## config.mk

```make
export PLATFORM = sky130hd
export DESIGN_NAME = window_trimmed_mean_min_max_unit
export DESIGN_NICKNAME = d
export VERILOG_FILES = /design/src/rtl/core/wtm_pkg.sv /design/src/rtl/core/wtm_accum.sv /design/src/rtl/core/wtm_div.sv /design/src/rtl/core/window_trimmed_mean_min_max_unit.sv
export SDC_FILE = /design/constraint.sdc
export NUM_CORES = 1
export LEC_CHECK = 0
export BUFFER_PORTS_ARGS = -buffer_cell sky130_fd_sc_hd__buf_2
export CAP_MARGIN = 20
export CELL_PAD_IN_SITES_DETAIL_PLACEMENT = 0
export CELL_PAD_IN_SITES_GLOBAL_PLACEMENT = 1
export CORE_MARGIN = 5
export CORE_UTILIZATION = 54
export CTS_BUF_LIST = sky130_fd_sc_hd__clkbuf_2 sky130_fd_sc_hd__clkbuf_4 sky130_fd_sc_hd__clkbuf_8
export CTS_CLUSTER_DIAMETER = 80
export CTS_CLUSTER_SIZE = 12
export DETAILED_ROUTE_END_ITERATION = 6
export PLACE_DENSITY_LB_ADDON = 0.1
export REMOVE_ABC_BUFFERS = 1
export SLEW_MARGIN = 20
export SYNTH_ARGS = -nofsm -noshare
export SYNTH_HDL_FRONTEND = slang
export SYNTH_SLANG_ARGS = --single-unit
```

## constraint.sdc

```tcl
create_clock -name clk -period 23.2 [get_ports clk]
set_clock_uncertainty 0.15 [all_clocks]
set_input_delay 3.48 -clock clk [delete_from_list [all_inputs] [get_ports clk]]
set_output_delay 3.48 -clock clk [all_outputs]
set_load 0.1 [all_outputs]
```

## src/rtl/core/wtm_pkg.sv

```systemverilog
// ----------------------------------------------------------------------------
// wtm_pkg
// Shared widths, types and state codes for the window statistics unit.
// ----------------------------------------------------------------------------
package wtm_pkg;

  localparam int SAMPLE_BITS = 24;
  localparam int STAMP_BITS  = 32;
  localparam int COMP_BITS   = 16;
  localparam int COUNT_BITS  = 7;
  localparam int WINDOW_MAX  = 64;
  localparam int TRIM_LIMIT  = 2;
  // sum of WINDOW_MAX signed samples, sign included
  localparam int SUM_BITS    = SAMPLE_BITS + $clog2(WINDOW_MAX);
  localparam int STEP_BITS   = $clog2(SUM_BITS);

  typedef logic signed [SAMPLE_BITS-1:0] sample_t;
  typedef logic signed [SUM_BITS-1:0]    sum_t;
  typedef logic        [STAMP_BITS-1:0]  stamp_t;
  typedef logic        [COMP_BITS-1:0]   comp_t;
  typedef logic        [COUNT_BITS-1:0]  count_t;

  // window statistics as seen after the current transaction
  typedef struct packed {
    sample_t latest;
    sample_t max_val;
    sample_t min_val;
    stamp_t  max_stamp;
    stamp_t  min_stamp;
    comp_t   side_at_max;
    count_t  count;
    logic    dropped;
  } win_stats_t;

  typedef enum logic [1:0] {
    ST_IDLE,
    ST_DIV,
    ST_HOLD
  } ctl_state_t;

endpackage

```

## src/rtl/core/wtm_accum.sv

```systemverilog
// ----------------------------------------------------------------------------
// wtm_accum
// Running window statistics: extremes with stamps, sum, count, last sample.
// Produces the trimmed numerator and denominator for the closing sample.
// ----------------------------------------------------------------------------
module wtm_accum (
  input  logic                 clk,
  input  logic                 rst_n,
  input  logic                 take,
  input  logic                 closes,
  input  wtm_pkg::sample_t     sample,
  input  wtm_pkg::stamp_t      stamp,
  input  wtm_pkg::comp_t       companion,
  output wtm_pkg::win_stats_t  stats,
  output wtm_pkg::sum_t        num,
  output wtm_pkg::count_t      den
);

  wtm_pkg::win_stats_t win_r;
  wtm_pkg::win_stats_t win_nxt;
  wtm_pkg::sum_t       sum_r;
  wtm_pkg::sum_t       sum_nxt;
  logic                first;
  logic                full;

  assign first = (win_r.count == '0);
  assign full  = (win_r.count == wtm_pkg::count_t'(wtm_pkg::WINDOW_MAX));

  always_comb begin
    win_nxt = win_r;
    sum_nxt = sum_r;
    if (!full) begin
      if (first || (sample > win_r.max_val)) begin
        win_nxt.max_val     = sample;
        win_nxt.max_stamp   = stamp;
        win_nxt.side_at_max = companion;
      end
      if (first || (sample < win_r.min_val)) begin
        win_nxt.min_val   = sample;
        win_nxt.min_stamp = stamp;
      end
      sum_nxt        = sum_r + wtm_pkg::sum_t'(sample);
      win_nxt.count  = win_r.count + 1'b1;
      win_nxt.latest = sample;
    end else begin
      win_nxt.dropped = 1'b1;
    end
  end

  // trim largest and smallest once there are more than two samples
  always_comb begin
    if (win_nxt.count > wtm_pkg::count_t'(wtm_pkg::TRIM_LIMIT)) begin
      num = sum_nxt - wtm_pkg::sum_t'(win_nxt.max_val) - wtm_pkg::sum_t'(win_nxt.min_val);
      den = win_nxt.count - wtm_pkg::count_t'(wtm_pkg::TRIM_LIMIT);
    end else begin
      num = sum_nxt;
      den = win_nxt.count;
    end
  end

  assign stats = win_nxt;

  always_ff @(posedge clk) begin
    if (!rst_n) begin
      win_r <= '0;
      sum_r <= '0;
    end else if (take) begin
      if (closes) begin
        win_r <= '0;
        sum_r <= '0;
      end else begin
        win_r <= win_nxt;
        sum_r <= sum_nxt;
      end
    end
  end

endmodule

```

## src/rtl/core/wtm_div.sv

```systemverilog
// ----------------------------------------------------------------------------
// wtm_div
// Bit-serial restoring divider, one quotient bit per cycle, truncating
// toward zero. The dividend register shifts out and takes quotient bits in.
// ----------------------------------------------------------------------------
module wtm_div (
  input  logic                 clk,
  input  logic                 rst_n,
  input  logic                 start,
  input  wtm_pkg::sum_t        num,
  input  wtm_pkg::count_t      den,
  output logic                 done,
  output wtm_pkg::sample_t     quot
);

  localparam int SB = wtm_pkg::SUM_BITS;
  localparam int CB = wtm_pkg::COUNT_BITS;

  logic [SB-1:0]                   dvd_r, dvd_nxt;
  logic [CB-1:0]                   rem_r, rem_nxt;
  logic [CB-1:0]                   den_r;
  logic                            neg_r;
  logic                            busy_r;
  logic                            done_r;
  logic [wtm_pkg::STEP_BITS-1:0]   step_r;
  logic [CB:0]                     shifted;
  logic [CB+1:0]                   diff;
  logic [SB-1:0]                   signed_q;

  assign shifted = {rem_r, dvd_r[SB-1]};
  assign diff    = {1'b0, shifted} - {2'b00, den_r};

  always_comb begin
    if (!diff[CB+1]) begin
      rem_nxt = diff[CB-1:0];
      dvd_nxt = {dvd_r[SB-2:0], 1'b1};
    end else begin
      rem_nxt = shifted[CB-1:0];
      dvd_nxt = {dvd_r[SB-2:0], 1'b0};
    end
  end

  always_ff @(posedge clk) begin
    if (!rst_n) begin
      busy_r <= 1'b0;
      done_r <= 1'b0;
      step_r <= '0;
    end else begin
      done_r <= 1'b0;
      if (start) begin
        busy_r <= 1'b1;
        step_r <= wtm_pkg::STEP_BITS'(SB - 1);
      end else if (busy_r) begin
        step_r <= step_r - 1'b1;
        if (step_r == '0) begin
          busy_r <= 1'b0;
          done_r <= 1'b1;
        end
      end
    end
  end

  always_ff @(posedge clk) begin
    if (start) begin
      neg_r <= num[SB-1];
      dvd_r <= num[SB-1] ? (-num) : num;
      rem_r <= '0;
      den_r <= den;
    end else if (busy_r) begin
      dvd_r <= dvd_nxt;
      rem_r <= rem_nxt;
    end
  end

  assign signed_q = neg_r ? (-dvd_r) : dvd_r;
  assign quot     = signed_q[wtm_pkg::SAMPLE_BITS-1:0];
  assign done     = done_r;

endmodule

```

## src/rtl/core/window_trimmed_mean_min_max_unit.sv

```systemverilog
// Flow: a closing sample starts a bit-serial division (one quotient bit per
// cycle, 30 steps); its result is registered once the division is done and
// the output register is free, and no sample is taken until then.
// Throughput: one sample per cycle while idle, with no division or held result.
// Reset: synchronous active-low rst_n empties the window and the output register.
// ----------------------------------------------------------------------------
// window_trimmed_mean_min_max_unit
// Window statistics with trimmed mean, minimum, maximum and their stamps.
// ----------------------------------------------------------------------------
module window_trimmed_mean_min_max_unit (
  input  logic         clk,
  input  logic         rst_n,
  input  logic         in_tvalid,
  output logic         in_tready,
  // [23:0] sample, [55:24] stamp, [71:56] companion
  input  logic [71:0]  in_tdata,
  input  logic         in_tlast,    // closes_window
  output logic         out_tvalid,
  input  logic         out_tready,
  // [23:0] average, [47:24] current, [71:48] maximum, [95:72] minimum,
  // [127:96] time_of_max, [159:128] time_of_min, [175:160] companion_at_max,
  // [182:176] sample_count, [183] zero
  output logic [183:0] out_tdata,
  output logic         out_tuser    // overflowed
);

  wtm_pkg::ctl_state_t state_r, state_nxt;
  wtm_pkg::win_stats_t stats;
  wtm_pkg::win_stats_t snap_r;
  wtm_pkg::sum_t       num;
  wtm_pkg::count_t     den;
  wtm_pkg::sample_t    quot;
  logic                div_done;
  logic                take;
  logic                close_take;
  logic                load_out;
  logic                out_free;
  logic                out_tvalid_r;
  logic [183:0]        out_tdata_r;
  logic                out_tuser_r;

  assign in_tready  = (state_r == wtm_pkg::ST_IDLE);
  assign take       = in_tvalid && in_tready;
  assign close_take = take && in_tlast;
  assign out_free   = !out_tvalid_r || out_tready;

  wtm_accum u_accum (
    .clk       (clk),
    .rst_n     (rst_n),
    .take      (take),
    .closes    (in_tlast),
    .sample    (in_tdata[23:0]),
    .stamp     (in_tdata[55:24]),
    .companion (in_tdata[71:56]),
    .stats     (stats),
    .num       (num),
    .den       (den)
  );

  wtm_div u_div (
    .clk   (clk),
    .rst_n (rst_n),
    .start (close_take),
    .num   (num),
    .den   (den),
    .done  (div_done),
    .quot  (quot)
  );

  always_ff @(posedge clk) begin
    if (!rst_n) begin
      state_r <= wtm_pkg::ST_IDLE;
    end else begin
      state_r <= state_nxt;
    end
  end

  always_comb begin
    state_nxt = state_r;
    load_out  = 1'b0;
    case (state_r)
      wtm_pkg::ST_IDLE: begin
        if (close_take) state_nxt = wtm_pkg::ST_DIV;
      end
      wtm_pkg::ST_DIV: begin
        if (div_done) begin
          if (out_free) begin
            load_out  = 1'b1;
            state_nxt = wtm_pkg::ST_IDLE;
          end else begin
            state_nxt = wtm_pkg::ST_HOLD;
          end
        end
      end
      wtm_pkg::ST_HOLD: begin
        if (out_free) begin
          load_out  = 1'b1;
          state_nxt = wtm_pkg::ST_IDLE;
        end
      end
      default: state_nxt = wtm_pkg::ST_IDLE;
    endcase
  end

  // statistics of the closing window, held while the quotient is formed
  always_ff @(posedge clk) begin
    if (close_take) snap_r <= stats;
  end

  always_ff @(posedge clk) begin
    if (!rst_n) begin
      out_tvalid_r <= 1'b0;
    end else if (load_out) begin
      out_tvalid_r <= 1'b1;
    end else if (out_tready) begin
      out_tvalid_r <= 1'b0;
    end
  end

  always_ff @(posedge clk) begin
    if (load_out) begin
      out_tdata_r <= {1'b0, snap_r.count, snap_r.side_at_max, snap_r.min_stamp,
                      snap_r.max_stamp, snap_r.min_val, snap_r.max_val,
                      snap_r.latest, quot};
      out_tuser_r <= snap_r.dropped;
    end
  end

  assign out_tvalid = out_tvalid_r;
  assign out_tdata  = out_tdata_r;
  assign out_tuser  = out_tuser_r;

endmodule

```

; Word-level counts from Yosys, hierarchy flattened
; Cells that the tools add are included.
[op_classes]
n_addsub = 9
n_lt_le_gt_ge = 3
eq_ne = 6
mux = 34
bitwise_logic = 2
reduce_logical = 14
[ops]
columns = op, n
row1 = $mux 30, 6
row2 = $mux 160, 1
row3 = $mux 159, 1
row4 = $mux 24, 3
row5 = $mux 32, 2
row6 = $sub 30x24->30, 2
row7 = $add 30x24->30, 1
row8 = $neg 30->30, 1
row9 = $gt 24x24->1, 1
row10 = $lt 24x24->1, 1
row11 = $neg 24->24, 1
row12 = $mux 16, 1
row13 = $mux 7, 2
row14 = $mux 1, 10
row15 = $mux 5, 2
row16 = $sub 8x7->9, 1
row17 = $mux 2, 4
row18 = $add 7x1->7 const B, 1
row19 = $eq 7x7->1 const B, 1
row20 = $gt 7x2->1 const B, 1
row21 = $logic_not 7->1, 1
row22 = $sub 7x2->7 const B, 1
row23 = $pmux 2 s3, 1
row24 = $logic_not 5->1, 1
row25 = other kinds (15), 21
[word_totals]
register_bits = 589
input_bits = 77
elab_cells = 97

; Logic depth before layout (Yosys ltp)
; Gate-level depths: netlist of the first run.
[logic_depth]
depth_word = 10
depth_mapped = 32
ltp_nobuf = 27

; Cells and area by module
; From an unflattened synthesis of the first run, not the netlist that was laid out.
[unflattened]
hier_cells = 2340
area_unflattened_um2 = 28051.9
[modules_own_cells]
columns = mod, n_inst, cells_per_inst, area_per_inst_um2, seq_area_each_um2
row1 = wtm_accum, 1, 1591, 13945.9, 3803.6
row2 = window_trimmed_mean_min_max_unit, 1, 372, 10563.9, 10390.0
row3 = wtm_div, 1, 377, 3542.1, 1421.4

; Worst setup path before layout of the first run
; Ideal clock, no wire load.
[synth_timing]
kind = input to register
startpoint = input out_tready
endpoint = register out_tdata_r[0], in the netlist out_tdata[0], enable pin
arrival_time_ns = 11.197
required_time_ns = 22.314
slack_ns = 11.117
stages = 2
path_buffers = 0
cell_sequence = nor2b_1 > nor2_1
[synth_between]
elab_chain_cells = 4
[synth_rtl]
columns = item, line
row1 = from (decl), window_trimmed_mean_min_max_unit.sv:19  ; input logic out_tready,
row2 = $logic_or 1x1->1 (*), window_trimmed_mean_min_max_unit.sv:45  ; assign out_free = !out_tvalid_r || out_tready;
row3 = $mux 1 (*), "window_trimmed_mean_min_max_unit.sv:87, window_trimmed_mean_min_max_unit.sv:96"
row4 = $mux 1, window_trimmed_mean_min_max_unit.sv:86  ; if (div_done) begin
row5 = $pmux 1 s2 (*), window_trimmed_mean_min_max_unit.sv:81  ; case (state_r)
row6 = via load_out, window_trimmed_mean_min_max_unit.sv:36  ; logic load_out;
row7 = to (signal assigned), window_trimmed_mean_min_max_unit.sv:122  ; out_tdata_r <= {1'b0, snap_r.count, snap_r.side_at_max, snap_r.min_stamp,
row8 = to (decl), window_trimmed_mean_min_max_unit.sv:39  ; logic [183:0] out_tdata_r;
; The timed path passes the listed nets; every way through them passes the cells marked *.
; A chain may end at the register's enable or synchronous reset.

==> reports/qor.csv, run 1 <==
metric,value,unit
main_combinational_cell_family_by_area_after_synthesis,compound AO/OA/AOI/OAI gates,
worst-endpoint-arrival,11.65,ns
port_buffers,262,
die_width,241,µm
htree_num_levels,2,
postCtsSetupBuffers,0,
timing.critical_path.from_type,input port,
synth_commonest_cells,"edfxtp_1 (381), nand2_1 (231), dfxtp_1 (207)",
critical_path_required,23.53,ns
synth_edf_count,381,
muxShareOfSynthArea,0.0588,
nets,2962,
async_reset_ff_frac,0,
static-leakage-power,12.6,nW
path_clk_slew,0.09,ns
pin_count,264,
average_wire_per_cell_in_the_routed_design,22.8,µm
grtUsageTotal,0.264,
worst_skew_pair.late_latency,0.72,ns
synth.yosys.seq_area_share,0.539,
power_per_cell_area,80.2,nW/µm²
reg2reg_depth,23,
grt_start_max_net_pins,111,
tightestPinTransition,1.04,ns
drc_errors,0,
global_route.overflow_total,0,
period_needed,11.32,ns
floorplan.die_area,58200,µm²
worst_hold_slack,0.263,ns
wire_length_of_the_first_global_routing_pass,119000,µm
synthesis.yosys.warnings,0,
critical_path_class,input port to register,
ctsLongestPathBuffers,3,
outcome,finished clean,
drive_gt1_frac,0.192,
synth-adder-area-share,0.0723,
root_buffer,clkbuf_8,
hold_class,register to register,
clock_sink_count,588,
floorplan.initialDensity,0.548,
critPathMaxFanout,66,
drt_first_pass_iters,5,
dp.final_hpwl,55400,µm
row_count,84,
antenna_violations_before_repair,4,
crit_path_end_kind,register,
synth-compound-area-share,0.147,
synth_xor_xnor_area_share,0.0351,
cts_buffer_count,56,
placedCellCount,3360,
post-synth-top-count-cell,edfxtp_1,
post_synth_num_cell_types,95,
finalCritPeriodShare,0.488,
timing.hold.worst_path_depth,0,
fin_cells,3464,
post_cts_resize_count,0,
number_of_vias_in_the_routed_layout,20582,
synth_ff_type,edfxtp_1,
max-vdd-ir-drop,0.0774,mV
fp.coreArea,52800,µm²
maxCapViolations,0,
final-hold-violation-count,0,
rsz0062_at_grt,no,
post_synth_instance_area,28900,µm²
drt_iter0_markers,1711,
yosysTopAreaCell,edfxtp_1,
netlist_top_cells_area,"edfxtp_1 (40%), dfxtp_1 (14%), ha_1 (5.8%), mux2_2 (3.9%), a22o_1 (3.6%)",
place.gp.congestion,0.937,
finalSetupTns,0,ns
timing.slew.headroom,0.308,
postSynthAreaPerCell,11.5,µm²
cts_hold_buf,0,
cts_tree,yes,
finalSetupViolCount,0,
totalWireLength,79100,µm
clock.fmax,0.0884,GHz
number_of_flip_flops_and_latches_in_the_synthesized_netlist,588,
grt_pass1_vias,19969,
netlist_instances,2514,
ant_nets,0,
synthDominantCellAreaShare,0.396,
area_growth,10.4,%
timing.final.max_slew_violations,0,
die_height,241,µm
post_synth_and_or_nand_nor_area_fraction,0.109,
post_drt_via_cell_ratio,5.94,
## registers in the layout (all words and copies together), names as in the netlist, 5 cells and up
name           flops
out_tdata        183
snap_r           160
u_accum.win_r    160
u_accum.sum_r     30
u_div.dvd_r       30
u_div.rem_r        7
u_div.den_r        6
u_div.step_r       5
## where the power goes
group	leakage [nW]	total, mW	internal, mW	switching [mW]
Clock	0.605	0.653	0.294	0.358
Sequential	5.20	1.20	1.17	0.0300
Combinational	6.77	0.708	0.266	0.442
Total	12.6	2.56	1.73	0.830
## worst paths after layout
path	start	endpoint	slack, ns
worst min-delay path	snap_r[113]	out_tdata[49]	0.26
worst max register to register	u_accum.win_r[5]	u_div.dvd_r[1]	14.34
worst min register to register	snap_r[113]	out_tdata[49]	0.26
worst max-delay path	in_tdata[1]	u_div.dvd_r[1]	11.88
## routing by layer
layer,share of wire,vias up,GRT usage
met3,0.059,126,0.0404
met2,0.47,615,0.426
met5,0.00016,-,0
met1,0.44,10147,0.369
li1,-,9692,-
met4,0.031,2,0.0910
## worst max-delay path, cell delays in order
cell	delay, ns
buf_2	0.17
ha_1	0.30
a21o_1	0.15
a21o_1	0.19
a21o_1	0.18
a21o_1	0.18
a2111oi_0	0.43
nor4_1	0.13
o211a_1	0.31
nor2_4	0.11
buf_4	0.77
mux2i_1	0.33
inv_1	0.27
fa_1	0.60
inv_1	0.04
ha_1	0.40
o21ai_0	0.12
o21a_1	0.18
o31ai_1	0.55
mux2_2	0.40
a41oi_1	0.16
o41ai_1	0.12
nor4_2	0.47
and4_1	0.97
nor2_4	0.14
mux2i_1	0.16
mux2_2	0.29
## placed cells by master (no fill, tap or decap), types with 30 or more instances in the layout
cell	Yosys	layout
nor2b_1	58	58
nand3_1	37	36
clkbuf_8	0	56
edfxtp_1	381	381
a21o_1	45	45
a22o_1	118	118
clkbuf_4	0	35
mux2i_1	55	55
nor2_1	89	84
xor2_1	49	49
nor3_1	46	45
a21oi_1	95	95
a22oi_1	44	43
a211oi_1	30	30
o21ai_0	115	114
buf_2	18	261
xnor2_1	65	65
inv_1	148	147
ha_1	135	135
dfxtp_1	207	207
mux2_2	100	100
nand2_1	231	229
## area by class of cell
type,count,area [µm²]
timing repair buffer,284,1480
fill,4375,20900
antenna,6,15.0
sequential,588,15600
clock inverter,7,83.8
tap,688,861
inverter,150,573
multi-input combinational,1650,12300
clock buffer,91,1030
## kinds of logic after synthesis
group | count (synthesis)
DFF | 588
AOI/OAI and AO/OA | 606
other | 1
adders and majority gates | 155
muxes | 156
buffers and inverters | 276
and+or+nand+nor | 617
xor gates and xnor gates | 115
## per-stage QoR
stage                     power, mW  cell area [µm²]  worst slack [ns]  utilization
after detailed placement       1.92            30800             11.05        0.583
final                          2.56            31900             11.88        0.605
after global placement         1.91            30800             11.32        0.583
after global routing           2.69            31900             11.38        0.605
after CTS                      2.57            31900             11.84        0.604
after floorplan                1.72            28300              9.58            -
No activity file was read; power rests on OpenSTA's default activity.
==> run 2: changes to the inputs <==
- CORE_UTILIZATION: 54 -> 50
- clock period: 23.2 -> 10.6 ns (I/O delays scaled with it)
==> reports/qor.csv, run 2 (synthesis gave the netlist of run 1 again) <==
metric,value,unit,change
clock_sink_count,588,,unchanged
root_buffer,clkbuf_8,,unchanged
floorplan.die_area,62700,µm²,"was 58,200 µm²"
finalCritPeriodShare,0.838,,
mostFrequentLayoutCells,"edfxtp_1 (381), buf_2 (262), nand2_1 (229), dfxtp_1 (207), inv_1 (147)",,"was edfxtp_1 (381), buf_2 (261), nand2_1 (229), dfxtp_1 (207), inv_1 (147)"
timing.final.max_slew_violations,0,,unchanged
hold_class,register to register,,unchanged
clock.fmax,0.113,GHz,
placedCellCount,3440,,"was 3,360"
tightestPinTransition,1.07,ns,was 1.04 ns
post_cts_resize_count,0,,unchanged
worst_skew_pair.late_latency,0.69,ns,was 0.72 ns
die_height,250,µm,was 241 µm
critical_path.top_delay_family,compound AO/OA/AOI/OAI gates,,unchanged
antenna_violations_before_repair,2,,was 4
port_buffers,262,,unchanged
largest_reg_flops,183,,unchanged
utilization,0.558,,was 0.605
totalWireLength,79600,µm,"was 79,100 µm"
grtUsageTotal,0.245,,was 0.264
cp_num_buf_inv,2,,was 4
post_drt_via_cell_ratio,5.81,,was 5.94
wire_length_of_the_first_global_routing_pass,122000,µm,"was 119,000 µm"
htree_num_levels,2,,unchanged
drt_first_pass_iters,7,,was 5
ctsLongestPathBuffers,3,,unchanged
number_of_vias_in_the_routed_layout,20631,,"was 20,582"
critical_path_class,input port to register,,unchanged
average_wire_per_cell_in_the_routed_design,22.4,µm,was 22.8 µm
outcome,finished clean,,unchanged
static-leakage-power,12.6,nW,about the same
final-hold-violation-count,0,,unchanged
fp.coreArea,57500,µm²,"was 52,800 µm²"
critical_path_required,10.86,ns,was 23.53 ns
place.gp.congestion,0.885,,was 0.937
row_count,88,,was 84
fin_cells,3548,,"was 3,464"
cts_hold_buf,0,,unchanged
critPathMaxFanout,19,,was 66
grt_pass1_vias,20352,,"was 19,969"
finalSetupTns,0,ns,unchanged
drc_errors,0,,unchanged
cts_tree,yes,,unchanged
timing.critical_path.from_type,input port,,unchanged
worst-endpoint-arrival,9.14,ns,was 11.65 ns
crit_path_end_kind,register,,unchanged
timing.hold.worst_path_depth,0,,unchanged
cts_buffer_count,57,,was 56
rsz0062_at_grt,no,,unchanged
grt_start_max_net_pins,122,,was 111
timing.slew.headroom,0.286,,was 0.308
final_common_cell,edfxtp_1,,unchanged
postCtsSetupBuffers,0,,unchanged
floorplan.initialDensity,0.503,,was 0.548
maxCapViolations,0,,unchanged
global_route.overflow_total,0,,unchanged
path_clk_slew,0.09,ns,about the same
drive_gt1_frac,0.195,,was 0.192
max-vdd-ir-drop,0.105,mV,was 0.0774 mV
dp.final_hpwl,56300,µm,"was 55,400 µm"
worstSetupPathDepth,28,,was 27
cp_slowest_cell,o31ai_1,,was and4_1
finalSetupViolCount,0,,unchanged
area_growth,11.0,%,was 10.4%
ant_nets,0,,unchanged
post_dp_cell_area,30900,µm²,"was 30,800 µm²"
power_per_cell_area,175,nW/µm²,was 80.2 nW/µm²
die_width,250,µm,was 241 µm
pin_count,264,,unchanged
drt_iter0_markers,1377,,"was 1,711"
period_needed,8.88,ns,
nets,2966,,"was 2,962"
worst_path_max_stage_delay,0.56,ns,was 0.97 ns
reg2reg_depth,28,,was 23
final_area,32100,µm²,"was 31,900 µm²"
## run 2: through the flow
stage	hold slack (ns)	setup slack [ns]	power, mW
after floorplan	0.250	-1.13	3.76
after global placement	0.250	1.14	4.17
after detailed placement	0.255	1.05	4.18
after CTS	0.272	1.82	5.65
after global routing	0.274	1.38	5.92
final	0.267	1.72	5.61
## run 2: final timing paths
path | startpoint | end | slack, ns
hold / removal | snap_r[119] | out_tdata[55] | 0.27
setup reg to reg | u_accum.win_r[129] | u_div.dvd_r[26] | 2.39
hold reg to reg | snap_r[119] | out_tdata[55] | 0.27
setup / recovery | in_tdata[17] | u_div.dvd_r[26] | 1.72
## run 2: final cells by class
| class | count | area [µm²] |
|---|---|---|
| Multi-Input combinational cell | 1650 | 12300 |
| Fill cell | 5038 | 25400 |
| Timing Repair Buffer | 287 | 1510 |
| Clock buffer | 98 | 1090 |
| Clock inverter | 8 | 95.1 |
| Inverter | 150 | 573 |
| Sequential cell | 588 | 15600 |
| Antenna cell | 2 | 5.00 |
| Tap cell | 765 | 957 |
## run 2: routing by layer
metal | GRT usage | vias up | part of all wire
met1 | 0.341 | 10210 | 0.45
met4 | 0.0681 | 0 | 0.025
li1 | - | 9722 | -
met5 | 0 | - | 0
met3 | 0.0297 | 117 | 0.049
met2 | 0.407 | 582 | 0.47
## run 2: power breakdown
part           internal [mW]  leakage [nW]  switching, mW  total, mW
registers               2.56          5.20         0.0639       2.62
logic                  0.586          6.79          0.938       1.52
clock network          0.679         0.646          0.783       1.46
